[src/sv/ole_pkg.sv]
// Shared types and codes for the ordered list engine.
// Used by ole_cell, ordered_list_engine_core, ole_checker and the bench; no dependencies.
package ole_pkg;

    localparam int VAL_W = 32;

    typedef logic [1:0] t_mode;
    localparam t_mode MODE_INSERT = 2'd0;
    localparam t_mode MODE_READ   = 2'd1;
    localparam t_mode MODE_DELETE = 2'd2;
    localparam t_mode MODE_FIND   = 2'd3;

    typedef logic [1:0] t_status;
    localparam t_status ST_OK       = 2'd0;
    localparam t_status ST_RANGE    = 2'd1;
    localparam t_status ST_FULL     = 2'd2;
    localparam t_status ST_NOTFOUND = 2'd3;

    typedef logic [2:0] t_cell_op;
    localparam t_cell_op OP_NOP    = 3'd0;
    localparam t_cell_op OP_INSERT = 3'd1;
    localparam t_cell_op OP_DELETE = 3'd2;
    localparam t_cell_op OP_READ   = 3'd3;
    localparam t_cell_op OP_FIND   = 3'd4;

    typedef struct packed {
        t_cell_op          op;
        logic [VAL_W-1:0]  key;
    } t_cell_cmd;

    typedef struct packed {
        logic              valid;
        logic              found;
        logic [VAL_W-1:0]  data;
    } t_token;

endpackage

[src/sv/ole_cell.sv]
// One list slot: holds an entry, shifts with its neighbors, latches a hit
// flag and forwards the scan token. Depends on ole_pkg.
module ole_cell #(
    parameter int IDX = 0,
    parameter int CW  = 5,
    parameter int IW  = 4
) (
    input  logic                      i_clk,
    input  logic                      i_rst_n,
    input  ole_pkg::t_cell_cmd        i_cmd,
    input  logic [CW-1:0]             i_pos,
    input  logic [CW-1:0]             i_count,
    input  logic [ole_pkg::VAL_W-1:0] i_left,
    input  logic [ole_pkg::VAL_W-1:0] i_right,
    output logic [ole_pkg::VAL_W-1:0] o_val,
    input  ole_pkg::t_token           i_tok,
    input  logic [IW-1:0]             i_tok_pos,
    output ole_pkg::t_token           o_tok,
    output logic [IW-1:0]             o_tok_pos
);

    localparam logic [CW-1:0] MY_IDX = CW'(IDX);

    logic [ole_pkg::VAL_W-1:0] r_val;
    logic                      r_hit;
    ole_pkg::t_token           r_tok;
    logic [IW-1:0]             r_tok_pos;

    always_ff @(posedge i_clk) begin
        case (i_cmd.op)
            ole_pkg::OP_INSERT: begin
                if (MY_IDX > i_pos) begin
                    r_val <= i_left;
                end else if (MY_IDX == i_pos) begin
                    r_val <= i_cmd.key;
                end
            end
            ole_pkg::OP_DELETE: begin
                if (MY_IDX >= i_pos) begin
                    r_val <= i_right;
                end
            end
            ole_pkg::OP_READ: begin
                r_hit <= (MY_IDX == i_pos);
            end
            ole_pkg::OP_FIND: begin
                r_hit <= (MY_IDX < i_count) && (r_val == i_cmd.key);
            end
            default: begin
            end
        endcase
    end

    always_ff @(posedge i_clk) begin
        if (!i_rst_n) begin
            r_tok.valid <= 1'b0;
        end else begin
            r_tok.valid <= i_tok.valid;
        end
        if (i_tok.valid && !i_tok.found && r_hit) begin
            r_tok.found <= 1'b1;
            r_tok.data  <= r_val;
            r_tok_pos   <= IW'(IDX);
        end else begin
            r_tok.found <= i_tok.found;
            r_tok.data  <= i_tok.data;
            r_tok_pos   <= i_tok_pos;
        end
    end

    assign o_val     = r_val;
    assign o_tok     = r_tok;
    assign o_tok_pos = r_tok_pos;

endmodule

[src/sv/ordered_list_engine_core.sv]
// Ordered list engine top level: request decode, entry count, cell row and
// result register. Depends on ole_pkg and ole_cell.
//
//  channel   | dir | tdata (low bit up)                 | tuser
//  s_axis    | in  | position, value, zero pad          | mode
//  m_axis    | out | read_value, found_position, count  | status
//
// Insert, delete and rejected requests: result registered on accept, shown in the next cycle.
// Read and find: result set by the scan token walking the cell row, one cell per cycle,
// then registered in the result register; one request at a time.
// Reset clears the count and the handshake state; entries need no clearing.
// A new request is taken only while no scan runs and once the previous result has left or leaves now.
module ordered_list_engine_core #(
    parameter int DEPTH = 16,
    localparam int CW     = $clog2(DEPTH + 1),
    localparam int IW     = $clog2(DEPTH),
    localparam int VW     = ole_pkg::VAL_W,
    localparam int IN_W   = CW + VW,
    localparam int IN_DW  = ((IN_W + 7) / 8) * 8,
    localparam int OUT_W  = VW + IW + CW,
    localparam int OUT_DW = ((OUT_W + 7) / 8) * 8
) (
    input  logic          i_clk,
    input  logic          i_rst_n,
    input  logic          i_s_axis_tvalid,
    output logic          o_s_axis_tready,
    // position, value, zero pad
    input  logic [IN_DW-1:0]  i_s_axis_tdata,
    // mode
    input  logic [1:0]    i_s_axis_tuser,
    output logic          o_m_axis_tvalid,
    input  logic          i_m_axis_tready,
    // read_value, found_position, entry_count, zero pad
    output logic [OUT_DW-1:0] o_m_axis_tdata,
    // status
    output logic [1:0]    o_m_axis_tuser
);

    localparam logic S_IDLE = 1'b0;
    localparam logic S_SCAN = 1'b1;

    logic [0:0]          r_state;
    logic                r_first;
    logic                r_is_find;
    logic [CW-1:0]       r_count;
    logic                r_out_valid;
    ole_pkg::t_status    r_out_status;
    logic [VW-1:0]       r_out_data;
    logic [IW-1:0]       r_out_fpos;
    logic [CW-1:0]       r_out_count;

    ole_pkg::t_mode      w_mode;
    logic [CW-1:0]       w_pos;
    logic [VW-1:0]       w_key;
    logic                w_accept;
    ole_pkg::t_cell_op   w_op;
    ole_pkg::t_status    w_status;
    logic [CW-1:0]       n_count;
    logic                w_scan;
    ole_pkg::t_cell_cmd  w_cmd;

    logic [VW-1:0]       w_val [DEPTH];
    ole_pkg::t_token     w_tok [DEPTH+1];
    logic [IW-1:0]       w_tok_pos [DEPTH+1];

    assign w_mode   = i_s_axis_tuser;
    assign w_pos    = i_s_axis_tdata[CW-1:0];
    assign w_key    = i_s_axis_tdata[CW+VW-1:CW];
    assign o_s_axis_tready = (r_state == S_IDLE) && (!r_out_valid || i_m_axis_tready);
    assign w_accept = i_s_axis_tvalid && o_s_axis_tready;

    always_comb begin
        w_op     = ole_pkg::OP_NOP;
        w_status = ole_pkg::ST_OK;
        n_count  = r_count;
        w_scan   = 1'b0;
        unique case (w_mode)
            ole_pkg::MODE_INSERT: begin
                if (w_pos > r_count) begin
                    w_status = ole_pkg::ST_RANGE;
                end else if (r_count == CW'(DEPTH)) begin
                    w_status = ole_pkg::ST_FULL;
                end else begin
                    w_op    = ole_pkg::OP_INSERT;
                    n_count = r_count + CW'(1);
                end
            end
            ole_pkg::MODE_READ: begin
                if (w_pos >= r_count) begin
                    w_status = ole_pkg::ST_RANGE;
                end else begin
                    w_op   = ole_pkg::OP_READ;
                    w_scan = 1'b1;
                end
            end
            ole_pkg::MODE_DELETE: begin
                if (w_pos >= r_count) begin
                    w_status = ole_pkg::ST_RANGE;
                end else begin
                    w_op    = ole_pkg::OP_DELETE;
                    n_count = r_count - CW'(1);
                end
            end
            ole_pkg::MODE_FIND: begin
                if (r_count == '0) begin
                    w_status = ole_pkg::ST_NOTFOUND;
                end else begin
                    w_op   = ole_pkg::OP_FIND;
                    w_scan = 1'b1;
                end
            end
            default: begin
            end
        endcase
    end

    assign w_cmd.op  = w_accept ? w_op : ole_pkg::OP_NOP;
    assign w_cmd.key = w_key;

    assign w_tok[0].valid = (r_state == S_SCAN) && r_first;
    assign w_tok[0].found = 1'b0;
    assign w_tok[0].data  = '0;
    assign w_tok_pos[0]   = '0;

    for (genvar g = 0; g < DEPTH; g++) begin : g_cell
        logic [VW-1:0] w_left;
        logic [VW-1:0] w_right;
        if (g == 0) begin : g_first
            assign w_left = '0;
        end else begin : g_mid_l
            assign w_left = w_val[g-1];
        end
        if (g == DEPTH - 1) begin : g_last
            assign w_right = '0;
        end else begin : g_mid_r
            assign w_right = w_val[g+1];
        end
        ole_cell #(
            .IDX (g),
            .CW  (CW),
            .IW  (IW)
        ) u_cell (
            .i_clk     (i_clk),
            .i_rst_n   (i_rst_n),
            .i_cmd     (w_cmd),
            .i_pos     (w_pos),
            .i_count   (r_count),
            .i_left    (w_left),
            .i_right   (w_right),
            .o_val     (w_val[g]),
            .i_tok     (w_tok[g]),
            .i_tok_pos (w_tok_pos[g]),
            .o_tok     (w_tok[g+1]),
            .o_tok_pos (w_tok_pos[g+1])
        );
    end

    always_ff @(posedge i_clk) begin
        if (!i_rst_n) begin
            r_state     <= S_IDLE;
            r_first     <= 1'b0;
            r_count     <= '0;
            r_out_valid <= 1'b0;
        end else begin
            if (r_out_valid && i_m_axis_tready) begin
                r_out_valid <= 1'b0;
            end
            unique case (r_state)
                S_IDLE: begin
                    if (w_accept) begin
                        r_count <= n_count;
                        if (w_scan) begin
                            r_state   <= S_SCAN;
                            r_first   <= 1'b1;
                            r_is_find <= (w_mode == ole_pkg::MODE_FIND);
                        end else begin
                            r_out_valid  <= 1'b1;
                            r_out_status <= w_status;
                            r_out_data   <= '0;
                            r_out_fpos   <= '0;
                            r_out_count  <= n_count;
                        end
                    end
                end
                S_SCAN: begin
                    r_first <= 1'b0;
                    if (w_tok[DEPTH].valid) begin
                        r_state     <= S_IDLE;
                        r_out_valid <= 1'b1;
                        r_out_count <= r_count;
                        if (r_is_find) begin
                            r_out_data <= '0;
                            if (w_tok[DEPTH].found) begin
                                r_out_status <= ole_pkg::ST_OK;
                                r_out_fpos   <= w_tok_pos[DEPTH];
                            end else begin
                                r_out_status <= ole_pkg::ST_NOTFOUND;
                                r_out_fpos   <= '0;
                            end
                        end else begin
                            r_out_status <= ole_pkg::ST_OK;
                            r_out_data   <= w_tok[DEPTH].data;
                            r_out_fpos   <= '0;
                        end
                    end
                end
                default: begin
                    r_state <= S_IDLE;
                end
            endcase
        end
    end

    assign o_m_axis_tvalid = r_out_valid;
    assign o_m_axis_tuser  = r_out_status;
    assign o_m_axis_tdata  = OUT_DW'({r_out_count, r_out_fpos, r_out_data});

endmodule

[config.mk]
export PLATFORM = sky130hd
export DESIGN_NAME = ordered_list_engine_core
export DESIGN_NICKNAME = d
export VERILOG_FILES = /design/src/sv/ole_pkg.sv /design/src/sv/ole_cell.sv /design/src/sv/ordered_list_engine_core.sv
export SDC_FILE = /design/constraint.sdc
export NUM_CORES = 2
export LEC_CHECK = 0
export ABC_CLOCK_PERIOD_IN_PS = 8600
export BUFFER_PORTS_ARGS = -buffer_cell sky130_fd_sc_hd__buf_2
export CAP_MARGIN = 0
export CORE_MARGIN = 1.5
export CORE_UTILIZATION = 55
export CTS_CLUSTER_DIAMETER = 100
export CTS_CLUSTER_SIZE = 8
export DETAILED_ROUTE_END_ITERATION = 12
export GPL_TIMING_DRIVEN = 1
export PLACE_DENSITY_LB_ADDON = 0.15
export RECOVER_POWER = 50
export SLEW_MARGIN = 30
export SYNTH_ARGS = -nofsm -noshare
export SYNTH_HDL_FRONTEND = slang
export SYNTH_SLANG_ARGS = --single-unit
[constraint.sdc]
create_clock -name i_clk -period 8.6 [get_ports i_clk]
set_input_delay 2.58 -clock i_clk [delete_from_list [all_inputs] [get_ports i_clk]]
set_output_delay 2.58 -clock i_clk [all_outputs]
set_load 0.01 [all_outputs]
* Word level (Yosys, flattened, before mapping) *
Index checks and enable logic that the tools add are counted.

storage, ports and cells
  bits in registers = 1173
  input port bits = 46
  output and inout port bits = 52
  word-level logic and storage cells = 475

operators by class
  add/sub/neg operators = 2
  order comparisons = 50
  equality and inequality tests = 75
  muxes and demuxes = 149
  bitwise logic cells = 1
  reduce and logical (&&, ||, !) cells = 94

operators with widths
  kind                count
  $mux 32             67
  $pmux 32 s2         17
  $eq 32x32->1        16
  $logic_and 1x1->1   51
  $ne 3x1->1 const B  16
  $reduce_and 3->1    16
  $eq 4x5->1 const A  8
  $ge 4x5->1 const A  8
  $gt 4x5->1 const A  8
  $lt 4x5->1 const A  8
  $pmux 1 s2          20
  $ne 2x1->1 const B  17
  $mux 33             1
  $mux 5              6
  $eq 3x5->1 const A  4
  $ge 3x5->1 const A  4
  $gt 3x5->1 const A  4
  $lt 3x5->1 const A  4
  $mux 2              10
  $mux 4              5
  $pmux 5 s2          2
  $logic_not 1->1     16
  $mux 1              15
  $pmux 3 s4          1
  31 further kinds    47

* Longest topological paths before layout *
  word-level depth = 8
  mapped depth = 15
  mapped depth without buffers = 8

* Modules after synthesis *
From an unflattened synthesis, not the netlist that was laid out.

unflattened totals
  cells, all modules = 4591
  area, all modules = 55587.1 sq um

modules (own cells, without submodules)
  module                         instances  cells an instance  area an instance (sq um)  seq. area each (sq um)
  ole_cell at g_cell[10].u_cell  1          279                3475.8                    1751.7
  ole_cell at g_cell[13].u_cell  1          277                3329.4                    1751.7
  ole_cell at g_cell[1].u_cell   1          275                3329.4                    1751.7
  ole_cell at g_cell[2].u_cell   1          274                3329.4                    1751.7
  ole_cell at g_cell[3].u_cell   1          276                3329.4                    1751.7
  ole_cell at g_cell[6].u_cell   1          275                3326.9                    1751.7
  ole_cell at g_cell[15].u_cell  1          275                3325.7                    1751.7
  ole_cell at g_cell[11].u_cell  1          278                3321.9                    1751.7
  ole_cell at g_cell[12].u_cell  1          276                3319.4                    1751.7
  ole_cell at g_cell[14].u_cell  1          275                3304.4                    1751.7
  ole_cell at g_cell[9].u_cell   1          277                3296.9                    1751.7
  ole_cell at g_cell[8].u_cell   1          277                3294.4                    1751.7
  ole_cell at g_cell[5].u_cell   1          278                3291.9                    1751.7
  ole_cell at g_cell[4].u_cell   1          276                3290.7                    1751.7
  +3 rows                        --         --                 --                        --

* Least setup slack after synthesis *
No wires, ideal clock.

  path kind = input to register
  start point = input i_s_axis_tdata[1]
  end point = register g_cell[0].u_cell.r_val (netlist bit g_cell[0].u_cell.o_val[0]) (enable)
  library setup time = 0.502 ns
  arrival time = 7.105 ns
  required time = 8.098 ns
  path slack = 0.994 ns
  stages = 7
  path buffers = 0
  cells stage by stage = ha_1 nor2b_1 o31a_1 o31ai_4 nand2_1 a21o_1 nor4_1

between the ends
  word-level cells in the longest chain between the ends = 7
  elaborated cells on any way between the ends = 16
  those cells by class = order compare (4); eq/ne (4); mux (5); reduce/logical (3)

ends and longest elaborated chain
  item                                                 line                                                                                            source
  start: declaration                                   ordered_list_engine_core.sv:28                                                                  input logic [IN_DW-1:0] i_s_axis_tdata,
  $ge 5x5->1 / $gt 5x5->1 (equally long branches)      ordered_list_engine_core.sv:89, ordered_list_engine_core.sv:97, ordered_list_engine_core.sv:79
  $mux 2 (tied with other cells)                       ordered_list_engine_core.sv:89                                                                  if (w_pos >= r_count) begin
  $pmux 3 s4                                           ordered_list_engine_core.sv:77                                                                  unique case (w_mode)
  $mux 3                                               ordered_list_engine_core.sv:117                                                                 assign w_cmd.op = w_accept ? w_op : ole_pkg::OP_NOP;
  $eq 3x1->1 / $eq 3x2->1 (equally long branches)      ole_cell.sv:30                                                                                  case (i_cmd.op)
  $ne 3x1->1 (no source line) (tied with other cells)  --
  $reduce_and 3->1 (no source line) *                  --
  end signal: assignment                               ole_cell.sv:33                                                                                  r_val <= i_left;
  end signal: assignment                               ole_cell.sv:35                                                                                  r_val <= i_cmd.key;
  end signal: assignment                               ole_cell.sv:40                                                                                  r_val <= i_right;
  end: declaration                                     ole_cell.sv:24                                                                                  logic [ole_pkg::VAL_W-1:0] r_val;

Mark *: on every way between the ends. The rest lies on a longest branch, timed or not.
A chain may end at the register's enable or synchronous reset.

* Worst setup path in the final report *
  start point = input i_s_axis_tdata[1]
  end point = register g_cell[0].u_cell.r_val (netlist bit g_cell[0].u_cell.o_val[23]) (enable)

Same word-level chain as after synthesis.

==> run summary <==
- finished with violations — result of the run
- max-capacitance violations, max-slew violations — violations in the final reports
- 0 ns — setup tns final
- 35530 — detailed-route via count
- built — CTS tree
- 315.6 um — die outline height
- 620 — max-slew violation total from the final report
- 0.9818 — routability congestion estimate from global placement
- 22.53 nW — static leakage
- 55.57% — initial core utilization
- 0 — Post-CTS Hold Fix Bufs
- sky130_fd_sc_hd__clkbuf_16 — root buffer cell
- 10.78 um2 — syn avg cell area
- 8.99 ns — data required time at the worst endpoint
- 2.608 ns — Worst Tran Pin Value
- 572 — number of synthesized flops with an enable pin
- 99590 um2 — DIE AREA
- 23.53 um — detailed-route wire length per cell
- 0 — total global routing overflow
- 224800 um — first-pass GRT wire length
- 3 — CTS max path bufs
- 10.68% — post-synthesis to final-layout area growth
- 1173 — total of flip-flops plus latches after synthesis
- 0 — count of final hold-check violations
- 0.02071 ns — Fin Clk Skew
- 0.05 ns — clock-pin slew of the registers on the worst-case setup and hold paths
- 53740 um2 — combined area of all synthesized cells
- in2reg — startpoint-to-endpoint class of the critical path
- 8029 — FILL cells
- 9 — Worst Reg2Reg Path Length in Cells
- 3204 — detailed router's first-iteration violation count
- -73.86% — max_slew headroom
- 164 — number of buffers created by CTS
- 1071 x sky130_fd_sc_hd__nand2_1, 601 x sky130_fd_sc_hd__dfxtp_1, 572 x sky130_fd_sc_hd__edfxtp_1, 386 x sky130_fd_sc_hd__mux2i_1, 313 x sky130_fd_sc_hd__mux2_2 — most used cells in the layout excluding fill and tap cells
- 149500 um — total wirelength of the detailed-routed design
- 0 — remaining design rule violation count
- 5 — number of optimization iterations in the first detailed-route pass
- 5003 — number of nets in the layout
- 106800 um — detailed-placement wirelength estimate
- 215.9 nW/um2 — P per Cell Area
- false — setup repair after global routing missed its margin
- 76.98% — ratio of final minimum period to clock period
- 54.35% — part of the Yosys area used for sequential elements
- 22700 um2 — combined area of the multi-input logic cells
- 54910 um2 — instance area after placement
- 0 — post-CTS setup buffer count
- 98 — count of pins on the block boundary
- sky130_fd_sc_hd__dfxtp_1 — ys flop type
- 166 — pin count of the biggest net entering global routing
- 0 — post-cts resize count
- 13.12% — share of layout cells above drive strength 1
- 87 — number of port buffers
- 5.591 — mean number of vias per cell
- 315.6 um — width of the chip
- 7.01 ns — Data arrival, critical path
- reg2reg — worst hold-check path type
- 6.621 ns — final critical path time including I/O delays and setup
- 0.76 ns — clock latency on the worst-skew pair
- 0 — Antenna Nets Post-Route
- 1 — number of antenna violations at the first check in global routing
- 114 — number of placement rows
- 34830 — vias in the first global route
- 96710 um2 — area of the core
- 59480 um2 — final non-filler cell area
- 18 — reported max-cap violation count
- 32 — worst-path maximum fanout
- 1 — Hold Path Cell Cnt
- 29210 um2 — register area
- 0 — Yosys Warn Count
- 0.1510 GHz — achievable clock frequency
- input pin — CP startpoint kind
- 1173 — clk sinks
- sky130_fd_sc_hd__nand2_1 — commonest non-fill, non-tap cell in the layout
- 0% — share of flip-flops with an asynchronous set or reset
- 4 — H-Tree Depth
- 4986 — gate count after technology mapping
- register — nature of the critical path endpoint
- 0.1838 mV — Worst IR Drop VDD
- 0 — count of endpoints failing setup in the final report
- 65 — number of different library cells in the post-synthesis netlist
- 30.05% — gr usage total
## cells by family (layout without fill, tap and decap cells)
kind of cell	after synthesis	in the layout	synth area share (%)
AND/OR/NAND/NOR	1550	1550	12.58
flip-flops	1173	1173	54.35
multiplexers	738	738	14.57
AO/OA/AOI/OAI	584	584	6.217
XOR/XNOR	513	513	8.361
buffers and inverters	415	499	3.632
adder cells (fa/ha/maj)	12	12	0.2794
other	1	9	0.006978
## registers in the layout (all words and copies together) (netlist names)
register                 flops
g_cell.u_cell.o_tok        544
g_cell.u_cell.o_tok_pos     49
g_cell.u_cell.o_val        512
g_cell.u_cell.r_hit         16
o_m_axis_tuser               2
o_m_axis_tvalid              1
r_count                      5
r_first                      1
r_is_find                    1
r_out_count                  5
r_out_data                  32
r_out_fpos                   4
r_state                      1
## worst max-delay path: stages
cell	delay, ns
sky130_fd_sc_hd__clkbuf_1	1.08
sky130_fd_sc_hd__ha_1	0.42
sky130_fd_sc_hd__nor2b_1	0.15
sky130_fd_sc_hd__o31a_1	0.27
sky130_fd_sc_hd__o31ai_1	0.93
sky130_fd_sc_hd__nand2_1	0.29
sky130_fd_sc_hd__a21o_2	0.49
sky130_fd_sc_hd__nor4_2	0.22
sky130_fd_sc_hd__buf_4	0.50
## final timing paths
check | endpoint | slack [ns] | start
min | g_cell[12].u_cell.o_tok_pos[3] | 0.40 | g_cell[11].u_cell.o_tok_pos[3]
max | g_cell[0].u_cell.o_val[23] | 1.98 | i_s_axis_tdata[1]
min reg2reg | g_cell[12].u_cell.o_tok_pos[3] | 0.40 | g_cell[11].u_cell.o_tok_pos[3]
max reg2reg | g_cell[0].u_cell.o_val[23] | 3.82 | r_count[1]
## report_power, final
group | leakage (nW) | switching (mW) | internal [mW]
Clock | 2.27 | 2.35 | 3.67
Combinational | 10.2 | 0.541 | 0.287
Sequential | 10.0 | 0.0451 | 5.95
Total | 22.5 | 2.93 | 9.91
## area by class of cell
| class | count | area share (%) |
|---|---|---|
| diodes | 2 | 0.008414 |
| clock buffers | 294 | 7.971 |
| clock inverters | 3 | 0.06311 |
| inverters | 16 | 0.1010 |
| multi-input cells | 3404 | 38.16 |
| flip-flops and latches | 1173 | 49.11 |
| well taps | 1276 | 2.684 |
| repair buffers | 186 | 1.904 |
## per-layer routing
metal	global-route usage, %	share of wire (%)
met5	0	0
met3	3.555	4.4
met4	16.52	5.7
met2	48.91	47
met1	39.24	43
## cell usage after synthesis (3+ instances only)
library cell	number	share of area, %
sky130_fd_sc_hd__and3_1	9	0.10
sky130_fd_sc_hd__nand2b_1	29	0.34
sky130_fd_sc_hd__edfxtp_1	572	32
sky130_fd_sc_hd__o21ai_0	222	2.1
sky130_fd_sc_hd__nand3_1	30	0.28
sky130_fd_sc_hd__nor2_1	93	0.65
sky130_fd_sc_hd__a211oi_1	3	0.042
sky130_fd_sc_hd__o21ai_1	189	1.8
sky130_fd_sc_hd__mux2_2	352	7.4
sky130_fd_sc_hd__a31oi_1	68	0.79
sky130_fd_sc_hd__a21oi_1	15	0.14
sky130_fd_sc_hd__nand3b_1	16	0.22
sky130_fd_sc_hd__nand4_1	91	1.1
sky130_fd_sc_hd__clkbuf_1	263	1.8
sky130_fd_sc_hd__buf_6	32	0.67
sky130_fd_sc_hd__o21a_1	3	0.042
sky130_fd_sc_hd__inv_1	16	0.11
sky130_fd_sc_hd__xnor2_1	280	4.6
sky130_fd_sc_hd__a21o_1	19	0.27
sky130_fd_sc_hd__nor2b_1	6	0.070
sky130_fd_sc_hd__nor4_1	69	0.80
sky130_fd_sc_hd__ha_1	12	0.28
sky130_fd_sc_hd__nand2_1	1074	7.5
sky130_fd_sc_hd__nor2_2	3	0.035
sky130_fd_sc_hd__buf_4	10	0.14
sky130_fd_sc_hd__a22oi_1	3	0.042
sky130_fd_sc_hd__nor3_1	18	0.17
sky130_fd_sc_hd__buf_2	74	0.69
sky130_fd_sc_hd__xor2_1	233	3.8
sky130_fd_sc_hd__buf_1	17	0.12
sky130_fd_sc_hd__dfxtp_1	601	22
sky130_fd_sc_hd__and2_1	101	1.2
sky130_fd_sc_hd__a21oi_2	34	0.55
sky130_fd_sc_hd__o211ai_1	4	0.056
sky130_fd_sc_hd__mux2i_1	386	7.2
## per-stage QoR
stage	instances	setup slack, ns	power (mW)	utilization (%)	hold slack, ns
after floorplan	4992	0.9937	6.665	-	0.3863
after global placement	6054	2.322	6.911	56.74	0.3876
after detailed placement	6055	2.306	6.930	56.78	0.3917
after CTS	6352	3.011	12.92	61.72	0.4026
after global routing	6353	1.805	13.20	61.50	0.4210
final	6354	1.980	12.84	61.50	0.3969
Note: power is estimated with default switching activity, not from simulation.
